--- src/hdl/gab_pkg.sv ---
// ----------------------------------------------------------------------------
// gab_pkg
// Shared types and constants for the GEMM alpha/bias engine.
// ----------------------------------------------------------------------------
`default_nettype none

package gab_pkg;

   // default largest matrix dimension
   localparam int DEFAULT_MAX_DIM = 16;

   // configuration port
   localparam int CSR_IDX_W  = 3;
   localparam int CSR_DATA_W = 16;

   localparam logic [CSR_IDX_W-1:0] CSR_ROWS_A      = 3'd0;
   localparam logic [CSR_IDX_W-1:0] CSR_INNER_LEN   = 3'd1;
   localparam logic [CSR_IDX_W-1:0] CSR_COLS_B      = 3'd2;
   localparam logic [CSR_IDX_W-1:0] CSR_ALPHA_GAIN  = 3'd3;
   localparam logic [CSR_IDX_W-1:0] CSR_BIAS_BY_ROW = 3'd4;
   localparam logic [CSR_IDX_W-1:0] CSR_BIAS_BY_COL = 3'd5;

   // request kinds
   localparam logic [1:0] KIND_LOAD_A   = 2'd0;
   localparam logic [1:0] KIND_LOAD_B   = 2'd1;
   localparam logic [1:0] KIND_LOAD_BIAS = 2'd2;
   localparam logic [1:0] KIND_COMPUTE  = 2'd3;

   // register file
   typedef struct packed {
      logic [4:0]         rows_a;
      logic [4:0]         inner_len;
      logic [4:0]         cols_b;
      logic signed [15:0] alpha_gain;
      logic               bias_by_row;
      logic               bias_by_col;
   } cfg_type;

   localparam cfg_type CFG_RESET = '{
      rows_a:      5'd16,
      inner_len:   5'd16,
      cols_b:      5'd16,
      alpha_gain:  16'sd256,
      bias_by_row: 1'b0,
      bias_by_col: 1'b1
   };

   // tag that travels with each memory read down the MAC pipeline
   typedef struct packed {
      logic       valid;
      logic       first_k;
      logic       last_k;
      logic       last_col;
      logic [3:0] row;
      logic [3:0] col;
   } tag_type;

endpackage

`default_nettype wire

--- src/hdl/gab_rsp_if.sv ---
// ----------------------------------------------------------------------------
// gab_rsp_if
// Result channel: one result element per column of a computed row.
// ----------------------------------------------------------------------------
`default_nettype none

interface gab_rsp_if;
   logic               valid;
   logic               ready;
   logic [3:0]         out_row;
   logic [3:0]         out_col;
   logic signed [31:0] out_value;
   logic               saturated;
   logic               last;

   modport source (output valid, out_row, out_col, out_value, saturated, last,
                   input ready);
   modport sink   (input valid, out_row, out_col, out_value, saturated, last,
                   output ready);
endinterface

`default_nettype wire

--- src/hdl/gab_mac.sv ---
// ----------------------------------------------------------------------------
// gab_mac
// Multiply-accumulate pipeline with alpha scaling, bias add, clipping and
// the result output register.
// ----------------------------------------------------------------------------
`default_nettype none

module gab_mac #(
   parameter int MAX_DIM = 16
) (
   input  wire logic               clock,
   input  wire logic               reset,
   input  wire logic signed [15:0] alpha_gain,
   input  wire gab_pkg::tag_type   tag_in,
   input  wire logic [15:0]        a_rd,
   input  wire logic [15:0]        b_rd,
   input  wire logic [15:0]        bias_rd,
   output logic                    run,
   gab_rsp_if.source               rsp_bus
);
   import gab_pkg::*;

   localparam int DOT_W = 32 + $clog2(MAX_DIM);
   localparam int SCL_W = DOT_W + 16;
   localparam int SUM_W = DOT_W + 9;
   localparam logic signed [SUM_W-1:0] SAT_HI = SUM_W'(64'sd2147483647);
   localparam logic signed [SUM_W-1:0] SAT_LO = SUM_W'(-64'sd2147483648);

   tag_type tag1_ff, tag2_ff, tag3_ff, tag4_ff, tag4_in;
   logic [15:0] bias2_ff, bias3_ff, bias4_ff;
   logic signed [31:0]    prod_ff, prod_in;
   logic signed [DOT_W-1:0] acc_ff, acc_in;
   logic signed [SCL_W-1:0] scaled_ff, scaled_in;
   logic signed [SCL_W-9:0] scaled_q16;
   logic signed [23:0]      bias_q16;
   logic signed [SUM_W-1:0] sum;
   logic                    rsp_valid_ff;
   logic [3:0]              rsp_row_ff, rsp_col_ff;
   logic signed [31:0]      rsp_value_ff, rsp_value_in;
   logic                    rsp_sat_ff, rsp_sat_in, rsp_last_ff;

   // whole pipeline moves unless the output holds an untaken result
   assign run = !rsp_valid_ff || rsp_bus.ready;

   // only the last inner step of a column carries a result
   always_comb begin
      tag4_in       = tag3_ff;
      tag4_in.valid = tag3_ff.valid && tag3_ff.last_k;
   end

   // tags
   always_ff @(posedge clock) begin
      if (reset) begin
         tag1_ff      <= '0;
         tag2_ff      <= '0;
         tag3_ff      <= '0;
         tag4_ff      <= '0;
         rsp_valid_ff <= 1'b0;
      end else if (run) begin
         tag1_ff      <= tag_in;
         tag2_ff      <= tag1_ff;
         tag3_ff      <= tag2_ff;
         tag4_ff      <= tag4_in;
         rsp_valid_ff <= tag4_ff.valid;
      end
   end

   // product, accumulate, scale
   assign prod_in   = 32'($signed(a_rd)) * 32'($signed(b_rd));
   assign acc_in    = tag2_ff.first_k ? DOT_W'(prod_ff) : acc_ff + DOT_W'(prod_ff);
   assign scaled_in = SCL_W'(alpha_gain) * SCL_W'(acc_ff);

   always_ff @(posedge clock) begin
      if (run) begin
         prod_ff   <= prod_in;
         bias2_ff  <= bias_rd;
         bias3_ff  <= bias2_ff;
         bias4_ff  <= bias3_ff;
         scaled_ff <= scaled_in;
         if (tag2_ff.valid) begin
            acc_ff <= acc_in;
         end
      end
   end

   // floor shift to Q16.16, add bias, clip to 32 bits
   assign scaled_q16 = (SCL_W-8)'(scaled_ff >>> 8);
   assign bias_q16   = $signed({bias4_ff, 8'h00});
   assign sum        = SUM_W'(scaled_q16) + SUM_W'(bias_q16);

   always_comb begin
      if (sum > SAT_HI) begin
         rsp_value_in = 32'sh7fff_ffff;
         rsp_sat_in   = 1'b1;
      end else if (sum < SAT_LO) begin
         rsp_value_in = 32'sh8000_0000;
         rsp_sat_in   = 1'b1;
      end else begin
         rsp_value_in = 32'(sum);
         rsp_sat_in   = 1'b0;
      end
   end

   // output register
   always_ff @(posedge clock) begin
      if (run) begin
         rsp_row_ff   <= tag4_ff.row;
         rsp_col_ff   <= tag4_ff.col;
         rsp_value_ff <= rsp_value_in;
         rsp_sat_ff   <= rsp_sat_in;
         rsp_last_ff  <= tag4_ff.last_col;
      end
   end

   assign rsp_bus.valid     = rsp_valid_ff;
   assign rsp_bus.out_row   = rsp_row_ff;
   assign rsp_bus.out_col   = rsp_col_ff;
   assign rsp_bus.out_value = rsp_value_ff;
   assign rsp_bus.saturated = rsp_sat_ff;
   assign rsp_bus.last      = rsp_last_ff;

endmodule

`default_nettype wire

--- src/flat_wrapper.sv ---
// flat-port wrapper written by rule: the top's interface ports become plain ports
module gab_mac_flat import gab_pkg::*;
#(
   parameter int MAX_DIM = 16
)
  (clock, reset, alpha_gain, tag_in, a_rd, b_rd, bias_rd, run, rsp_bus_valid, rsp_bus_out_row, rsp_bus_out_col, rsp_bus_out_value, rsp_bus_saturated, rsp_bus_last, rsp_bus_ready);
  gab_rsp_if rsp_bus_i ();
  input  wire logic clock;
  input  wire logic reset;
  input  wire logic signed [15:0] alpha_gain;
  input  wire gab_pkg::tag_type tag_in;
  input  wire logic [15:0] a_rd;
  input  wire logic [15:0] b_rd;
  input  wire logic [15:0] bias_rd;
  output logic run;
  output wire logic [$bits(rsp_bus_i.valid)-1:0] rsp_bus_valid;
  output wire logic [$bits(rsp_bus_i.out_row)-1:0] rsp_bus_out_row;
  output wire logic [$bits(rsp_bus_i.out_col)-1:0] rsp_bus_out_col;
  output wire logic [$bits(rsp_bus_i.out_value)-1:0] rsp_bus_out_value;
  output wire logic [$bits(rsp_bus_i.saturated)-1:0] rsp_bus_saturated;
  output wire logic [$bits(rsp_bus_i.last)-1:0] rsp_bus_last;
  input wire logic [$bits(rsp_bus_i.ready)-1:0] rsp_bus_ready;
  assign rsp_bus_valid = rsp_bus_i.valid;
  assign rsp_bus_out_row = rsp_bus_i.out_row;
  assign rsp_bus_out_col = rsp_bus_i.out_col;
  assign rsp_bus_out_value = rsp_bus_i.out_value;
  assign rsp_bus_saturated = rsp_bus_i.saturated;
  assign rsp_bus_last = rsp_bus_i.last;
  assign rsp_bus_i.ready = rsp_bus_ready;
  gab_mac #(.MAX_DIM(MAX_DIM)) u_core (.clock(clock), .reset(reset), .alpha_gain(alpha_gain), .tag_in(tag_in), .a_rd(a_rd), .b_rd(b_rd), .bias_rd(bias_rd), .run(run), .rsp_bus(rsp_bus_i));
endmodule
--- config.mk ---
export PLATFORM = sky130hd
export DESIGN_NAME = gab_mac_flat
export DESIGN_NICKNAME = d
export VERILOG_FILES = /design/src/hdl/gab_pkg.sv /design/src/hdl/gab_rsp_if.sv /design/src/hdl/gab_mac.sv /design/src/flat_wrapper.sv
export SDC_FILE = /design/constraint.sdc
export NUM_CORES = 2
export LEC_CHECK = 0
export BUFFER_PORTS_ARGS = -buffer_cell sky130_fd_sc_hd__buf_2
export CORE_UTILIZATION = 66
export DETAILED_ROUTE_END_ITERATION = 16
export GPL_TIMING_DRIVEN = 0
export PLACE_DENSITY = 0.88
export SYNTH_ARGS = -nofsm -noshare
export SYNTH_HDL_FRONTEND = slang
export SYNTH_SLANG_ARGS = --single-unit
--- constraint.sdc ---
create_clock -name clock -period 10.3 [get_ports clock]
set_clock_uncertainty 0.1 [all_clocks]
set_input_delay 2.06 -clock clock [delete_from_list [all_inputs] [get_ports clock]]
set_output_delay 2.06 -clock clock [all_outputs]
set_load 0.05 [all_outputs]
==> impl_results.html <==
<table>
<tr><th>Metric</th><th>Value</th></tr>
<tr><th colspan="2">STA</th></tr>
<tr><td>Number of failing setup endpoints in the final timing report</td><td>0</td></tr>
<tr><td>Achievable Freq</td><td>0.100 GHz</td></tr>
<tr><td>Unrepaired setup endpoints after global routing</td><td>false</td></tr>
<tr><td>Least-Margin Pin Slew</td><td>1.15 ns</td></tr>
<tr><td>Fin crit share</td><td>96.7%</td></tr>
<tr><td>Max-Slew Margin vs Limit</td><td>23.6%</td></tr>
<tr><td>Fin. Hold Viols</td><td>0</td></tr>
<tr><td>Number of max-slew violations in the final report</td><td>0</td></tr>
<tr><td>Min Tclk post-route</td><td>9.96 ns</td></tr>
<tr><th colspan="2">Logic synthesis</th></tr>
<tr><td>Proportion of synthesized flip-flops having asynchronous set or reset</td><td>0%</td></tr>
<tr><td>Cell taking the most area after synthesis</td><td>fa_1</td></tr>
<tr><td>Syn_area_per_cell</td><td>about 9.5 um2</td></tr>
<tr><td>Fraction of synthesized cell area taken by the top area cell type</td><td>between 30% and 40%</td></tr>
<tr><td>Number of synthesis warnings</td><td>0</td></tr>
<tr><td>Fraction of the yosys area taken by sequential cells</td><td>17.0%</td></tr>
<tr><td>EDFF count, synth</td><td>roughly 200</td></tr>
<tr><td>Summed instance area of the synthesized netlist</td><td>41200 um2</td></tr>
<tr><td>Number of flip-flops and latches in the synthesized netlist</td><td>248</td></tr>
<tr><td>Prevailing post-synth register cell</td><td>edfxtp_1</td></tr>
<tr><td>Syn Nets</td><td>5496</td></tr>
<tr><td>Gate count of the mapped netlist</td><td>4340</td></tr>
<tr><td>Number of unique standard cell types used by synthesis</td><td>slightly above 80</td></tr>
<tr><td>Cell types with the largest area share after synthesis</td><td>fa_1 39%, edfxtp_1 15%, inv_1 8.8%</td></tr>
<tr><th colspan="2">Worst setup path</th></tr>
<tr><td>Data arrival time of the critical path</td><td>10.15 ns</td></tr>
<tr><td>Crit. End Element</td><td>flip-flop</td></tr>
<tr><td>Startpoint types</td><td>input port</td></tr>
<tr><td>Setup slack of the worst register-to-register path</td><td>1.69 ns</td></tr>
<tr><td>Required time at the worst-slack endpoint</td><td>~10 ns</td></tr>
<tr><td>Worst setup path category</td><td>in2reg</td></tr>
<tr><td>Largest fanout of any net on the critical path</td><td>10</td></tr>
<tr><th colspan="2">Route</th></tr>
<tr><td>Number of detailed-routing iterations run before antenna repair</td><td>8</td></tr>
<tr><td>Via-per-instance ratio</td><td>between 5 and 6</td></tr>
<tr><td>Wire length per cell after detailed routing</td><td>19.3 um</td></tr>
<tr><td>DR DRC count</td><td>0</td></tr>
<tr><td>Vias after detailed routing</td><td>31100</td></tr>
<tr><td>DR iter-0 viols</td><td>approximately 2700</td></tr>
<tr><td>Number of nets still failing antenna checks after routing</td><td>0</td></tr>
<tr><td>Total length of routed wires</td><td>103000 um</td></tr>
<tr><th colspan="2">Global routing</th></tr>
<tr><td>Antenna violations before repair</td><td>8</td></tr>
<tr><td>Vias in the first global route</td><td>around 33000</td></tr>
<tr><td>Global Route Usage Sum</td><td>33.9%</td></tr>
<tr><td>First-pass GRT wire length</td><td>168000 um</td></tr>
<tr><td>Overall overflow remaining after global route</td><td>0</td></tr>
<tr><td>Maximum number of pins on one net before global-route repair</td><td>65</td></tr>
<tr><th colspan="2">Floorplanning</th></tr>
<tr><td>Number of cell rows</td><td>91</td></tr>
<tr><td>Top Ports</td><td>123</td></tr>
<tr><td>Effective utilization at floorplan</td><td>66.8%</td></tr>
<tr><td>Die boundary width</td><td>between 200 and 300 um</td></tr>
<tr><td>Die outline area</td><td>roughly 63000 um2</td></tr>
<tr><td>Std-Cell Core Area</td><td>around 62000 um2</td></tr>
<tr><td>Die Y-Extent</td><td>252 um</td></tr>
<tr><th colspan="2">Outcome</th></tr>
<tr><td>Run status</td><td>completed</td></tr>
<tr><th colspan="2">CTS</th></tr>
<tr><td>H-tree level count</td><td>1</td></tr>
<tr><td>Number of buffers added by the clock tree synthesis step</td><td>29</td></tr>
<tr><td>Post-CTS Hold Buffers</td><td>0</td></tr>
<tr><td>TritonCTS clock tree</td><td>done</td></tr>
<tr><td>Clock transition at the registers of the reported paths</td><td>0.06 ns</td></tr>
<tr><td>Worst-skew pair later-pin latency</td><td>0.58 ns</td></tr>
<tr><td>Number of clock sinks</td><td>roughly 250</td></tr>
<tr><td>Total of cells resized after clock tree synthesis</td><td>0</td></tr>
<tr><td>Max clock buf depth</td><td>3</td></tr>
<tr><td>Post CTS Setup Buffer Count</td><td>0</td></tr>
<tr><td>Root Driver</td><td>clkbuf_16</td></tr>
<tr><th colspan="2">Flow run</th></tr>
<tr><td>Max-cap check violation count</td><td>0</td></tr>
<tr><th colspan="2">Min path</th></tr>
<tr><td>Min-Delay Path Class</td><td>reg2reg</td></tr>
<tr><th colspan="2">Final layout</th></tr>
<tr><td>Leading cell types in the layout, fill and taps excluded</td><td>969 x inv_1, 805 x fa_1, 628 x nand2_1</td></tr>
<tr><td>Fraction of the core area covered by cells at the end of the flow</td><td>71.1%</td></tr>
<tr><td>Layout cells sized above 1</td><td>4.64%</td></tr>
<tr><td>Final-stage net count</td><td>5642</td></tr>
<tr><td>Most common library cell in the layout ignoring fill and taps</td><td>inv_1</td></tr>
<tr><td>Area Overhead vs Synth</td><td>6.43%</td></tr>
<tr><th colspan="2">Place</th></tr>
<tr><td>Global placement routability congestion</td><td>1.01</td></tr>
<tr><td>HPWL reported at the end of detailed placement</td><td>83800 um</td></tr>
<tr><td>PortBufs</td><td>112</td></tr>
</table>
worst max-delay path, cell delays in order:
cell and delay [ns]:
clkbuf_1 0.71, clkbuf_1 0.76, nand2_1 0.18, fa_1 0.54, inv_1 0.06, fa_1 0.54
fa_1 0.44, fa_1 0.46, fa_1 0.48, inv_1 0.05, fa_1 0.47, inv_1 0.04
ha_1 0.32, a21o_1 0.17, a21o_1 0.17, a221oi_1 0.32, nor2_1 0.11, o211ai_1 0.24
a31oi_1 0.23, o21ai_0 0.48, a21oi_1 0.21, o21ai_1 0.47, nor2_1 0.11, a211oi_1 0.51
routing by layer:
| metal | GRT usage (%) | share of wire (%) |
|---|---|---|
| met5 | 0 | 0.011 |
| met3 | 8.16 | 11 |
| met1 | 40.2 | 35 |
| met4 | 19.1 | 6.8 |
| met2 | 56.9 | 47 |
cell type report:
| class | instances | area, um2 |
|---|---|---|
| Sequential cell | 248 | 6990 |
| Timing Repair Buffer | 115 | 643 |
| Tap cell | 837 | 1050 |
| Fill cell | 4278 | 17900 |
| Antenna cell | 6 | 15.0 |
| Clock inverter | 13 | 97.6 |
| Clock buffer | 40 | 841 |
| Inverter | 972 | 3650 |
| Multi-Input combinational cell | 2955 | 29900 |
| Buffer | 165 | 671 |
sequential cells by signal (all words and copies together) (netlist names), 11 cells and up:
name                      count
u_core.scaled_ff             44
u_core.bias2_ff              16
u_core.bias3_ff              16
u_core.rsp_bus.out_value     32
u_core.tag2_ff               12
u_core.tag3_ff               11
u_core.acc_ff                36
u_core.tag1_ff               12
u_core.bias4_ff              16
u_core.prod_ff               32
Yosys cell counts (all sizes together), types with 14 or more instances:
master	n
nor3	27
nand3	27
xnor2	89
a21oi	163
xor2	50
o21ai	113
and2	337
ha	272
clkbuf	152
nand2b	32
inv	971
nand2	629
edfxtp	202
nor2	104
a21o	72
and3	16
fa	805
nand4	17
dfxtp	46
o21bai	23
nor2b	14
through the flow:
stage | hold WS [ns] | cells | TNS (ns) | instance area (um2) | worst slack (ns)
after global placement | 0.302 | 5289 | -2.27 | 42800 | -1.84
after detailed placement | 0.306 | 5291 | -0.775 | 42900 | -0.430
after CTS | 0.322 | 5344 | 0 | 43800 | 0.163
after floorplan | 0.300 | 4340 | 0 | 41200 | 0.838
after global routing | 0.325 | 5350 | 0 | 43900 | 0.0876
final | 0.321 | 5351 | 0 | 43900 | 0.344
final timing paths:
kind	to	cells after the start	from
hold reg to reg	u_core.bias3_ff[1]$_DFFE_PN_	0	u_core.bias2_ff[1]$_DFFE_PN_
setup / recovery	u_core.scaled_ff[51]$_DFFE_PN_	24	alpha_gain[11]
hold / removal	u_core.bias3_ff[1]$_DFFE_PN_	0	u_core.bias2_ff[1]$_DFFE_PN_
setup reg to reg	u_core.scaled_ff[51]$_DFFE_PN_	23	u_core.acc_ff[13]$_DFFE_PP_
kinds of logic after synthesis:
kind of cell    share of synthesized area [%]
fa+ha+maj                                47.4
xor+xnor                                 2.95
mux                                     0.228
buf+inv                                  10.5
simple gates                             14.5
flops                                    17.0
compound gates                           7.53
Power is not shown: default switching activity piles up to over one toggle a cycle in this logic, so the estimate is an artifact.
