## src/hdl/gab_pkg.sv

```systemverilog
// ----------------------------------------------------------------------------
// gab_pkg
// Shared types and constants for the GEMM alpha/bias engine.
// ----------------------------------------------------------------------------
`default_nettype none

package gab_pkg;

   // default largest matrix dimension
   localparam int DEFAULT_MAX_DIM = 16;

   // configuration port
   localparam int CSR_IDX_W  = 3;
   localparam int CSR_DATA_W = 16;

   localparam logic [CSR_IDX_W-1:0] CSR_ROWS_A      = 3'd0;
   localparam logic [CSR_IDX_W-1:0] CSR_INNER_LEN   = 3'd1;
   localparam logic [CSR_IDX_W-1:0] CSR_COLS_B      = 3'd2;
   localparam logic [CSR_IDX_W-1:0] CSR_ALPHA_GAIN  = 3'd3;
   localparam logic [CSR_IDX_W-1:0] CSR_BIAS_BY_ROW = 3'd4;
   localparam logic [CSR_IDX_W-1:0] CSR_BIAS_BY_COL = 3'd5;

   // request kinds
   localparam logic [1:0] KIND_LOAD_A   = 2'd0;
   localparam logic [1:0] KIND_LOAD_B   = 2'd1;
   localparam logic [1:0] KIND_LOAD_BIAS = 2'd2;
   localparam logic [1:0] KIND_COMPUTE  = 2'd3;

   // register file
   typedef struct packed {
      logic [4:0]         rows_a;
      logic [4:0]         inner_len;
      logic [4:0]         cols_b;
      logic signed [15:0] alpha_gain;
      logic               bias_by_row;
      logic               bias_by_col;
   } cfg_type;

   localparam cfg_type CFG_RESET = '{
      rows_a:      5'd16,
      inner_len:   5'd16,
      cols_b:      5'd16,
      alpha_gain:  16'sd256,
      bias_by_row: 1'b0,
      bias_by_col: 1'b1
   };

   // tag that travels with each memory read down the MAC pipeline
   typedef struct packed {
      logic       valid;
      logic       first_k;
      logic       last_k;
      logic       last_col;
      logic [3:0] row;
      logic [3:0] col;
   } tag_type;

endpackage

`default_nettype wire

```

## src/hdl/gab_ctrl.sv

```systemverilog
// ----------------------------------------------------------------------------
// gab_ctrl
// Row sequencer: walks columns and inner index, issues store reads and tags.
// ----------------------------------------------------------------------------
`default_nettype none

module gab_ctrl #(
   parameter int MAX_DIM = 16
) (
   input  wire logic                                  clock,
   input  wire logic                                  reset,
   input  wire logic                                  run,
   input  wire gab_pkg::cfg_type                      cfg,
   input  wire logic                                  req_fire,
   input  wire logic [1:0]                            req_kind,
   input  wire logic [7:0]                            req_index,
   output logic                                       req_ready,
   output logic [$clog2(MAX_DIM*MAX_DIM)-1:0]         a_addr,
   output logic [$clog2(MAX_DIM*MAX_DIM)-1:0]         b_addr,
   output logic [$clog2(MAX_DIM*MAX_DIM)-1:0]         bias_addr,
   output gab_pkg::tag_type                           tag
);
   import gab_pkg::*;

   localparam int CW = $clog2(MAX_DIM);
   localparam int NW = $clog2(MAX_DIM + 1);
   localparam int AW = $clog2(MAX_DIM * MAX_DIM);

   typedef enum logic [1:0] {
      ST_IDLE = 2'b01,
      ST_RUN  = 2'b10
   } seq_state_type;

   seq_state_type state_ff, state_in;
   logic [CW-1:0] row_ff, row_in;
   logic [CW-1:0] k_ff, k_in;
   logic [CW-1:0] c_ff, c_in;
   logic [NW-1:0] n_rows, n_inner, n_cols;
   logic [CW-1:0] bias_row, bias_col;
   logic          k_last, c_last, start;

   // zero counts as one, anything above MAX_DIM as MAX_DIM
   function automatic logic [NW-1:0] clamp_dim(input logic [4:0] d);
      logic [NW-1:0] r;
      if (d == 5'd0) begin
         r = NW'(1);
      end else if (32'(d) > 32'(MAX_DIM)) begin
         r = NW'(MAX_DIM);
      end else begin
         r = NW'(d);
      end
      return r;
   endfunction

   assign n_rows  = clamp_dim(cfg.rows_a);
   assign n_inner = clamp_dim(cfg.inner_len);
   assign n_cols  = clamp_dim(cfg.cols_b);

   assign k_last    = (32'(k_ff) + 32'd1) == 32'(n_inner);
   assign c_last    = (32'(c_ff) + 32'd1) == 32'(n_cols);
   assign req_ready = (state_ff == ST_IDLE);
   // out-of-range row gives no results
   assign start     = req_fire && (req_kind == KIND_COMPUTE) &&
                      (32'(req_index) < 32'(n_rows));

   // sequencer
   always_comb begin
      state_in = state_ff;
      row_in   = row_ff;
      k_in     = k_ff;
      c_in     = c_ff;
      unique case (state_ff)
         ST_IDLE: begin
            if (start) begin
               state_in = ST_RUN;
               row_in   = CW'(req_index);
               k_in     = '0;
               c_in     = '0;
            end
         end
         ST_RUN: begin
            if (run) begin
               if (k_last) begin
                  k_in = '0;
                  if (c_last) begin
                     state_in = ST_IDLE;
                  end else begin
                     c_in = c_ff + CW'(1);
                  end
               end else begin
                  k_in = k_ff + CW'(1);
               end
            end
         end
         default: begin
            state_in = ST_IDLE;
         end
      endcase
   end

   always_ff @(posedge clock) begin
      if (reset) begin
         state_ff <= ST_IDLE;
         row_ff   <= '0;
         k_ff     <= '0;
         c_ff     <= '0;
      end else begin
         state_ff <= state_in;
         row_ff   <= row_in;
         k_ff     <= k_in;
         c_ff     <= c_in;
      end
   end

   // store addresses, element (r,c) at r*MAX_DIM+c
   assign bias_row  = cfg.bias_by_row ? row_ff : '0;
   assign bias_col  = cfg.bias_by_col ? c_ff : '0;
   assign a_addr    = AW'(32'(row_ff) * MAX_DIM + 32'(k_ff));
   assign b_addr    = AW'(32'(k_ff) * MAX_DIM + 32'(c_ff));
   assign bias_addr = AW'(32'(bias_row) * MAX_DIM + 32'(bias_col));

   // tag for this read
   always_comb begin
      tag.valid    = (state_ff == ST_RUN);
      tag.first_k  = (k_ff == '0);
      tag.last_k   = k_last;
      tag.last_col = c_last;
      tag.row      = 4'(row_ff);
      tag.col      = 4'(c_ff);
   end

endmodule

`default_nettype wire

```

## config.mk

```make
export PLATFORM = sky130hd
export DESIGN_NAME = gab_ctrl
export DESIGN_NICKNAME = d
export VERILOG_FILES = /design/src/hdl/gab_pkg.sv /design/src/hdl/gab_ctrl.sv
export SDC_FILE = /design/constraint.sdc
export NUM_CORES = 1
export LEC_CHECK = 0
export BUFFER_PORTS_ARGS = -buffer_cell sky130_fd_sc_hd__buf_2
export CAP_MARGIN = 20
export CORE_ASPECT_RATIO = 0.75
export CORE_MARGIN = 5
export CORE_UTILIZATION = 34
export CTS_BUF_LIST = sky130_fd_sc_hd__clkbuf_4 sky130_fd_sc_hd__clkbuf_8 sky130_fd_sc_hd__clkbuf_16
export DETAILED_ROUTE_END_ITERATION = 12
export PLACE_DENSITY_LB_ADDON = 0.05
export SLEW_MARGIN = 20
export SYNTH_ARGS = -nofsm -noshare
export SYNTH_HDL_FRONTEND = slang
export SYNTH_SLANG_ARGS = --single-unit
```

## constraint.sdc

```tcl
create_clock -name clock -period 3.5 [get_ports clock]
set_input_delay 1.05 -clock clock [delete_from_list [all_inputs] [get_ports clock]]
set_output_delay 1.05 -clock clock [all_outputs]
set_load 0.02 [all_outputs]
```

==> results.md, run 1 <==
* Synth Flop Type: dfxtp_1
* Hold Crit Class: reg2reg
* Height of the die at 62.62 um
* Clk_skew at 0.6690 ps
* Crit share post-route at 99.78%
* Sequential power share at 41.8%
* Layout cells sized above 1 at 38.79%
* CP peak stage delay at 520 ps
* CTS max path bufs at 2
* Root Buffer Master: clkbuf_8
* Hold_buf cts at 0
* Combinational fraction of design power at 16.8%
* Slew HR at 60.72%
* Synth unique cells at 44
* Post-route minimum period at 3492 ps
* Die footprint at 5019 um2
* P_leak at 0.8491 nW
* Post-Syn Nets at 208
* CTS Buf Count at 3
* Max Cap Violations at 0
* Initial Util at 34.73%
* RSZ-0062 raised after global routing: true
* RePlAce Congestion at 0.7866
* DP HPWL at 2804 um
* Largest area contributor in the netlist: dfxtp_1
* Mapped Area at 1255 um2
* Most Frequent Cell on Critical Path: buf_6
* Drt wl/cell at 12.53 um
* Final Core Density at 45.57%
* Total core area at 3613 um2
* Antenna violations before repair at 0
* Syn_area_per_cell at 8.149 um2
* Port bufs at 67
* Via density per instance at 4.925
* Synth warn at 0
* First-pass GRT wire length at 5416 um
* Sequential area share after synthesis at 22.33%
* Detailed Routing Iterations Pass 1 at 6
* Post-synth top area share at 22.33%
* Async SR Flop Fraction at 0%
* Vias at 1310
* Num rows at 19
* Grt ovf at 0
* FF+latch count, synth at 14
* Slew Limit Fails at 0
* Most common cell after layout, fill and taps aside: buf_2
* Filler-free cell count of the finished design at 266
* GRT Util Overall at 12.87%
* Largest net degree at the start of global routing at 15
* Area growth, synth to finish at 31.21%
* Crit path cell chain: buf_6 > or4_4 > a21o_1 > a221oi_4 > and2_4 > buf_6
* Total wire length at 3332 um
* Clock Sinks at 14
* Number of global-route vias before repair at 1200
* Post-CTS setup buffer count at 0
* Syn Inst Count at 154
* Final setup fails at 0
* Largest cells by area after synthesis: dfxtp_1, buf_4, ha_1
* P_int at 0.2914 mW
* CTS clock-pin slew for the worst setup and hold paths at 60 ps
* Critical path peak fanout at 2
* Part of the power in the clock network at 41.3%
* Die Span X at 80.15 um
* Placed cell count at 262
* H-tree levels at 1
* Pwr Total at 0.3824 mW
* Crit path DAT at 2440 ps
* PD cells at 232.2 nW/um2
* Worst vdd ir at 0.1153 mV
* EDFF count, synth at 0
* Crit Path Category: in2out
* N_diodes at 0
* Worst skew pair latency at 240 ps
* Final nets at 269
* Worst-Margin Slew at 581.9 ps
* Crit. End Element: output port
* Critical Path RT at 2450 ps
* Io pins at 84
* Sw power at 0.09099 mW
* DRC at 0
* Switch share at 23.80%
* DRT antenna net count at 0
* Most frequent cells in the layout: buf_2, dfxtp_1
* CP max-delay cell: or4_4
* CP Launch Type: input port
* Status: finished clean
* Fmax at 286.3 MHz
* Final Hold Fails at 0
* CTS tree: done
* Initial DRC Count at 48
## area by class of cell
type                       instances  area, um2
clock buffer                       4      55.05
fill                             376       1967
inverter                          10      37.54
multi-input combinational        114      823.3
sequential                        14      280.3
tap                               52      65.06
timing repair buffer              72      385.4
## path summary, 6_finish.rpt
kind              from        end  slack [ps]  cells past startpoint
max            cfg[27]     tag[9]           8                      6
min reg2reg  row_ff[0]  row_ff[0]         530                      2
min          row_ff[0]  row_ff[0]         530                      2
max reg2reg    k_ff[0]    k_ff[3]        1150                      8
## per-stage QoR
step           TNS, ps  setup slack [ps]  hold WS (ps)  cell area [um2]
2_1_floorplan        0             120.8         586.6             1255
3_3_place_gp    -20.75            -20.75         513.1             1577
3_5_place_dp    -29.94            -29.94         522.2             1577
4_1_cts              0             9.139         536.6             1647
5_1_grt         -35.67            -35.67         568.1             1647
6_report             0             7.758         528.0             1647
## worst max-delay path, delay by kind of cell
kind / cells / cell delay (ps)
simple gates: 2 / 710
compound gates: 2 / 480
buf+inv: 2 / 200
## cells by family (layout without fill, tap and decap cells)
| group | count (synthesis) | in the layout | synth area share [%] |
|---|---|---|---|
| adder cells (fa/ha/maj) | 7 | 7 | 6.979 |
| buffers and inverters | 26 | 86 | 12.26 |
| XOR/XNOR | 6 | 6 | 5.284 |
| AO/OA/AOI/OAI | 38 | 38 | 23.43 |
| AND/OR/NAND/NOR | 59 | 59 | 26.52 |
| flip-flops | 14 | 14 | 22.33 |
| multiplexers | 4 | 4 | 3.191 |
## sequential cells by signal (all words and copies together), names as in the netlist
signal / count
c_ff: 4
k_ff: 4
row_ff: 4
state_ff: 2
## Yosys cell counts, types with 2 or more instances
cell type and instances:
buf_4 15, a311oi_1 3, o21ai_0 5, nor4_1 2, and2_1 10, nor2_1 7, dfxtp_1 14, nand2_1 9
a21o_1 5, nor3_1 4, a31oi_1 4, a21oi_1 9, and3_1 2, nand2b_1 4, mux2i_1 4, nand4_1 4
ha_1 7, nand3_1 6, nor2b_1 3, and4b_1 2, inv_1 9, xnor2_1 4
## power groups by stage
stage	Sequential (mW)	Clock [mW]	Combinational, mW
3_3_place_gp	0.163	0	0.0612
4_1_cts	0.160	0.162	0.0654
6_report	0.160	0.158	0.0644
3_5_place_dp	0.163	0	0.0635
2_1_floorplan	0.164	0	0.0323
5_1_grt	0.160	0.170	0.0717
## routing by layer
metal | part of all wire (%) | up-vias | track usage (%)
met4 | 0.12 | 0 | 2.321
li1 | - | 668 | -
met5 | 0 | - | 0
met3 | 9.1 | 2 | 3.602
met2 | 42 | 46 | 20.45
met1 | 48 | 594 | 17.43
## timing repair
| action | in CTS | in global routing |
|---|---|---|
| resized for setup | 4 | 0 |
| pin swaps | 4 | 0 |
| endpoints found under the setup margin | 1 | 1 |
Note: power is estimated with default switching activity, not from simulation.
==> run 2: changes to the inputs <==
--- a/config.mk
+++ b/config.mk
@@ -6,6 +6,6 @@
 export NUM_CORES = 1
 export LEC_CHECK = 0
+export ABC_AREA = 1
 export BUFFER_PORTS_ARGS = -buffer_cell sky130_fd_sc_hd__buf_2
-export CAP_MARGIN = 20
 export CORE_ASPECT_RATIO = 0.75
 export CORE_MARGIN = 5
==> constraint.sdc (replaced) <==
create_clock -name clock -period 3.5 [get_ports clock]
set_input_delay 1.05 -clock clock [delete_from_list [all_inputs] [get_ports clock]]
set_output_delay 1.05 -clock clock [all_outputs]
set_load 0.05 [all_outputs]
==> results.md, run 2 <==
* Status: finished clean
* Async SR Flop Fraction at 0% (unchanged)
* Most frequent cells in the layout: nand2_1, buf_2, inv_1
* Critical Path RT at 2450 ps (about the same)
* Post-Syn Nets at 289 (+39%)
* Initial Util at 34.37% (-0.36 points)
* Total core area at 3979 um2 (+10%)
* Worst vdd ir at 0.2549 mV (+120%)
* Slew HR at 68.87% (+8.1 points)
* Final Hold Fails at 0 (unchanged)
* Max Cap Violations at 0 (unchanged)
* CTS Buf Count at 3 (unchanged)
* Num rows at 20 (+1)
* Post-Synth Adder-Cell Area at 6.404% (-0.57 points)
* Detailed Routing Iterations Pass 1 at 4 (-2)
* Placed cell count at 343 (+31%)
* Root Buffer Master: clkbuf_8
* Sw power at 0.3312 mW (+260%)
* Worst-Margin Slew at 462.7 ps (-119.1 ps)
* Syn Inst Count at 235 (+53%)
* Synth warn at 0 (unchanged)
* DRC at 0 (unchanged)
* Largest net degree at the start of global routing at 14 (-1)
* Final nets at 347 (+29%)
* Crit share post-route at 88.88% (-11 points)
* Area growth, synth to finish at 25.89%
* Layout fillers at 460 (+22%)
* Drt wl/cell at 9.666 um (-23%)
* Simple-gate portion of the synthesized area at 41.99% (+15 points)
* Clock Sinks at 14 (unchanged)
* First-pass GRT wire length at 5906 um (+9.0%)
* DP HPWL at 2732 um (-2.5%)
* Post-synth top area share at 20.59% (-1.7 points)
* Filler-free cell count of the finished design at 347 (+30%)
* Pwr Total at 0.6996 mW (+83%)
* CTS clock-pin slew for the worst setup and hold paths at 60 ps (about the same)
* Hold Crit Class: reg2reg
* Worst skew pair latency at 250 ps (about the same)
* Post-CTS Resized at 0 (-4)
* RSZ-0062 raised after global routing: false
* Pre-CTS setup slack at 363.7 ps (+393.6 ps)
* Critical path peak fanout at 5 (+3)
* Setup TNS at 0 ps (unchanged)
* Port bufs at 67 (unchanged)
* Total wire length at 3354 um (+0.66%)
* RePlAce Congestion at 0.7531 (-4.3%)
* Initial DRC Count at 32 (-33%)
* CP Launch Type: input port
* Combinational fraction of design power at 48.1% (+31 points)
* Post-route setup slack at 389.3 ps (+381.5 ps)
* Final setup fails at 0 (unchanged)
* Synth top cells by count: nand2_1, inv_1, nor2_1
* CTS max path bufs at 2 (unchanged)
* Largest regs: c_ff x4, k_ff x4, row_ff x4
* Largest area contributor in the netlist: nand2_1
* Largest cells by area after synthesis: nand2_1, dfxtp_1, inv_1
* Fmax at 321.5 MHz (+12%)
* Hold_buf cts at 0 (unchanged)
* Die Span X at 83.23 um (+3.8%)
* DRT antenna net count at 0 (unchanged)
* Post-Synth XOR/XNOR Area at 1.281% (-4.0 points)
* Number of global-route vias before repair at 1401 (+17%)
* Layout cells sized above 1 at 30.14% (-8.6 points)
* Mapped Area at 1368 um2 (+9.0%)
* Antenna violations before repair at 0 (unchanged)
* Top-count cell post-synth: nand2_1
* Compound-gate portion of the synthesized area at 7.685% (-16 points)
* Synth unique cells at 24 (-45%)
* GRT Util Overall at 13.03% (+0.15 points)
* Via density per instance at 4.329 (-12%)
* Part of the power in the clock network at 22.9% (-18 points)
* N_diodes at 0 (unchanged)
* EDFF count, synth at 0 (unchanged)
* Syn_area_per_cell at 5.819 um2 (-29%)
* Most common cell after layout, fill and taps aside: nand2_1
* Sequential power share at 29.0% (-13 points)
* Synth Flop Type: dfxtp_1
* Io pins at 84 (unchanged)
* FF+latch count, synth at 14 (unchanged)
* Height of the die at 64.93 um (+3.7%)
* Post-route minimum period at 3111 ps (-381.5 ps)
* Vias at 1502 (+15%)
* Sequential area share after synthesis at 20.49% (-1.8 points)
* Crit. End Element: output port
* PD cells at 406.4 nW/um2 (+75%)
* Switch share at 47.34% (+24 points)
* Slew Limit Fails at 0 (unchanged)
* H-tree levels at 1 (unchanged)
* Largest family of logic cells by synthesized area: simple AND/OR/NAND/NOR gates
* Clk_skew at 3.818 ps (+3.149 ps)
* Crit path DAT at 2060 ps (-380 ps)
* Mux cell area share after synthesis at 0% (-3.2 points)
* Grt ovf at 0 (unchanged)
* Post-CTS setup buffer count at 0 (unchanged)
* Die footprint at 5404 um2 (+7.7%)
* Crit Path Category: in2out
* P_int at 0.3684 mW (+26%)
* CTS tree: done
* P_leak at 1.086 nW (+28%)
-- run 2: cell type report --
class	count	area, um2	share of cell area [%]
clock buffer	4	55.05	3.198
inverter	47	190.2	11.05
multi-input combinational	159	784.5	45.57
sequential	14	280.3	16.28
tap	55	68.82	3.997
timing repair buffer	68	342.8	19.91
-- run 2: power by group through the flow --
stage	registers, mW	clock network [mW]	logic [mW]
2_1_floorplan	0.244	0	0.238
3_3_place_gp	0.207	0	0.339
3_5_place_dp	0.208	0	0.339
4_1_cts	0.204	0.162	0.340
5_1_grt	0.208	0.171	0.373
6_report	0.203	0.160	0.336
-- run 2: layer usage --
metal	vias to the layer above	track usage, %	part of all wire, %
li1	820	-	-
met1	637	16.19	50
met2	43	21.80	42
met3	2	4.828	8.3
met4	0	2.449	0.30
met5	-	0	0
-- run 2: kinds of logic after synthesis --
group           after synthesis
simple gates                130
buf+inv                      62
fa+ha+maj                     7
compound gates               20
xor+xnor                      2
flops                        14
-- run 2: worst max-delay path, stage by stage --
cell,delay [ps]
buf_2,110
inv_2,80
nand2_1,60
inv_1,50
nand3_1,60
nand2_1,60
nand2_1,50
nor2_1,150
nand2_1,90
inv_1,50
buf_2,250
-- run 2: final timing paths --
path | from | to | slack, ps | depth (start not counted)
setup / recovery | cfg[22] | tag[8] | 390 | 11
hold / removal | row_ff[1] | row_ff[1] | 470 | 2
setup reg to reg | k_ff[0] | c_ff[0] | 1460 | 15
hold reg to reg | row_ff[1] | row_ff[1] | 470 | 2
-- run 2: stage by stage --
stage | cell area [um2] | hold slack, ps | util (%)
after floorplan | 1368 | 650.2 | -
after global placement | 1667 | 464.4 | 41.89
after detailed placement | 1667 | 466.5 | 41.89
after CTS | 1722 | 475.5 | 43.27
after global routing | 1722 | 508.4 | 43.27
final | 1722 | 470.9 | 43.27
==> run 3: changes to the inputs <==
- BUFFER_PORTS_ARGS: -buffer_cell sky130_fd_sc_hd__buf_2 -> default
- DONT_BUFFER_PORTS: default -> 1
- SLEW_MARGIN: 20 -> 30
==> results.md, run 3 (same netlist as run 2, synthesis figures left out) <==
* H-tree levels at 1 (unchanged)
* RePlAce Congestion at 0.7971 (+5.8%)
* Clk_skew at 0.7608 ps (-3.057 ps)
* P_leak at 0.8527 nW (-21%)
* DRC at 0 (unchanged)
* Worst-Margin Slew at 488.6 ps (+25.90 ps)
* Slew HR at 67.12% (-1.7 points)
* Sequential power share at 28.7% (-0.3 points)
* Post-CTS setup buffer count at 0 (unchanged)
* Final setup fails at 0 (unchanged)
* Crit Reg-Reg Endpoint: c_ff[0]
* Critical Path RT at 2450 ps (about the same)
* Pre-CTS setup slack at 575.7 ps (+212.0 ps)
* Vias at 1329 (-12%)
* DP HPWL at 2805 um (+2.6%)
* Post-route setup slack at 593.9 ps (+204.6 ps)
* Max Cap Violations at 0 (unchanged)
* Drt wl/cell at 11.46 um (+19%)
* Switch share at 48.56% (+1.2 points)
* Largest regs: c_ff x4, k_ff x4, row_ff x4
* Combinational fraction of design power at 51.2% (+3.1 points)
* Port bufs at 0 (-100%)
* Most common cell after layout, fill and taps aside: nand2_1
* Layout cells sized above 1 at 15.00% (-15 points)
* Antenna violations before repair at 0 (unchanged)
* Hold_buf cts at 0 (unchanged)
* Root Buffer Master: clkbuf_8
* Number of global-route vias before repair at 1269 (-9.4%)
* CTS clock-pin slew for the worst setup and hold paths at 60 ps (about the same)
* Crit. End Element: output port
* Io pins at 84 (unchanged)
* Setup TNS at 0 ps (unchanged)
* Critical path peak fanout at 5 (unchanged)
* Final Hold Fails at 0 (unchanged)
* Post-CTS Resized at 0 (unchanged)
* Most frequent cells in the layout: nand2_1, inv_1, nor2_1
* Height of the die at 64.93 um (unchanged)
* Crit Path Category: in2out
* Slew Limit Fails at 0 (unchanged)
* Total wire length at 3380 um (+0.78%)
* Initial Util at 34.37% (unchanged)
* RSZ-0062 raised after global routing: false
* CTS max path bufs at 2 (unchanged)
* Largest net degree at the start of global routing at 14 (unchanged)
* Crit share post-route at 83.03% (-5.8 points)
* Fmax at 344.1 MHz (+7.0%)
* Post-route minimum period at 2906 ps (-204.6 ps)
* Grt ovf at 0 (unchanged)
* Finished Cell Area at 1518 um2 (-12%)
* R2R Path Start: k_ff[0]
* Placed cell count at 292 (-15%)
* Area growth, synth to finish at 10.98%
* Worst vdd ir at 0.1799 mV (-29%)
* Crit path DAT at 1860 ps (-200 ps)
* CTS Buf Count at 3 (unchanged)
* Via density per instance at 4.505 (+4.1%)
* DRT antenna net count at 0 (unchanged)
* CP Launch Type: input port
* GRT Util Overall at 12.63% (-0.40 points)
* Hold Path Stages at 4 (+2)
* Hold Crit Class: reg2reg
* Clock Sinks at 14 (unchanged)
* Hold endpoint: c_ff[2]
* Die footprint at 5404 um2 (unchanged)
* Num rows at 20 (unchanged)
* R2R cell count at 16 (+1)
* CTS tree: done
* Initial DRC Count at 22 (-31%)
* Total core area at 3979 um2 (unchanged)
* Status: finished clean
* Final nets at 296 (-15%)
* Filler-free cell count of the finished design at 295 (-15%)
* Part of the power in the clock network at 20.1% (-2.8 points)
* P_int at 0.3372 mW (-8.5%)
* Detailed Routing Iterations Pass 1 at 4 (unchanged)
* Die Span X at 83.23 um (unchanged)
* Reg-to-reg setup timing slack at 1480 ps (+20 ps)
* N_diodes at 0 (unchanged)
* Sw power at 0.3183 mW (-3.9%)
* Worst skew pair latency at 240 ps (about the same)
* PD cells at 431.9 nW/um2 (+6.3%)
* Final Core Density at 38.14% (-5.1 points)
* First-pass GRT wire length at 5713 um (-3.3%)
* Worst hold start: c_ff[2]
* DP Area at 1476 um2 (-11%)
## run 3: worst max-delay path, cell delays in order
cell and delay, ps:
inv_2 60, nand2_1 70, inv_1 50, nand3_1 60, nand2_1 60, nand2_1 50
nor2_1 140, nand2_1 90, inv_1 100, buf_12 140
## run 3: power groups by stage
| stage | clock (mW) | sequential [mW] | combinational [mW] |
|---|---|---|---|
| 2_1_floorplan | 0 | 0.244 | 0.238 |
| 3_3_place_gp | 0 | 0.190 | 0.337 |
| 3_5_place_dp | 0 | 0.192 | 0.340 |
| 4_1_cts | 0.136 | 0.188 | 0.341 |
| 5_1_grt | 0.142 | 0.191 | 0.371 |
| 6_report | 0.132 | 0.188 | 0.335 |
## run 3: worst max path at each step
| stage | start | to |
|---|---|---|
| after floorplan | k_ff[0] | tag[9] |
| after global placement | cfg[22] | tag[8] |
| after detailed placement | cfg[22] | tag[8] |
| after CTS | cfg[22] | tag[8] |
| after global routing | cfg[19] | tag[8] |
| final | cfg[22] | tag[8] |
## run 3: through the flow
step	hold WS [ps]	power, mW
after global routing	645.1	0.7042
final	587.3	0.6555
after floorplan	650.2	0.4824
after detailed placement	572.0	0.5317
after global placement	561.6	0.5275
after CTS	583.6	0.6650
## run 3: area by class of cell
class	instances	area [um2]
clock buffer	3	41.29
fill	457	2461
inverter	47	190.2
multi-input combinational	159	784.5
sequential	14	280.3
tap	55	68.82
timing repair buffer	17	152.6
## run 3: routing by layer
metal  global-route usage, %  share of wire [%]  vias to the layer above
met4                   1.224                  0                        0
met2                   21.10                 45                       41
li1                        -                  -                      718
met5                       0                  0                        -
met3                   5.464                7.1                        0
met1                   15.67                 48                      570
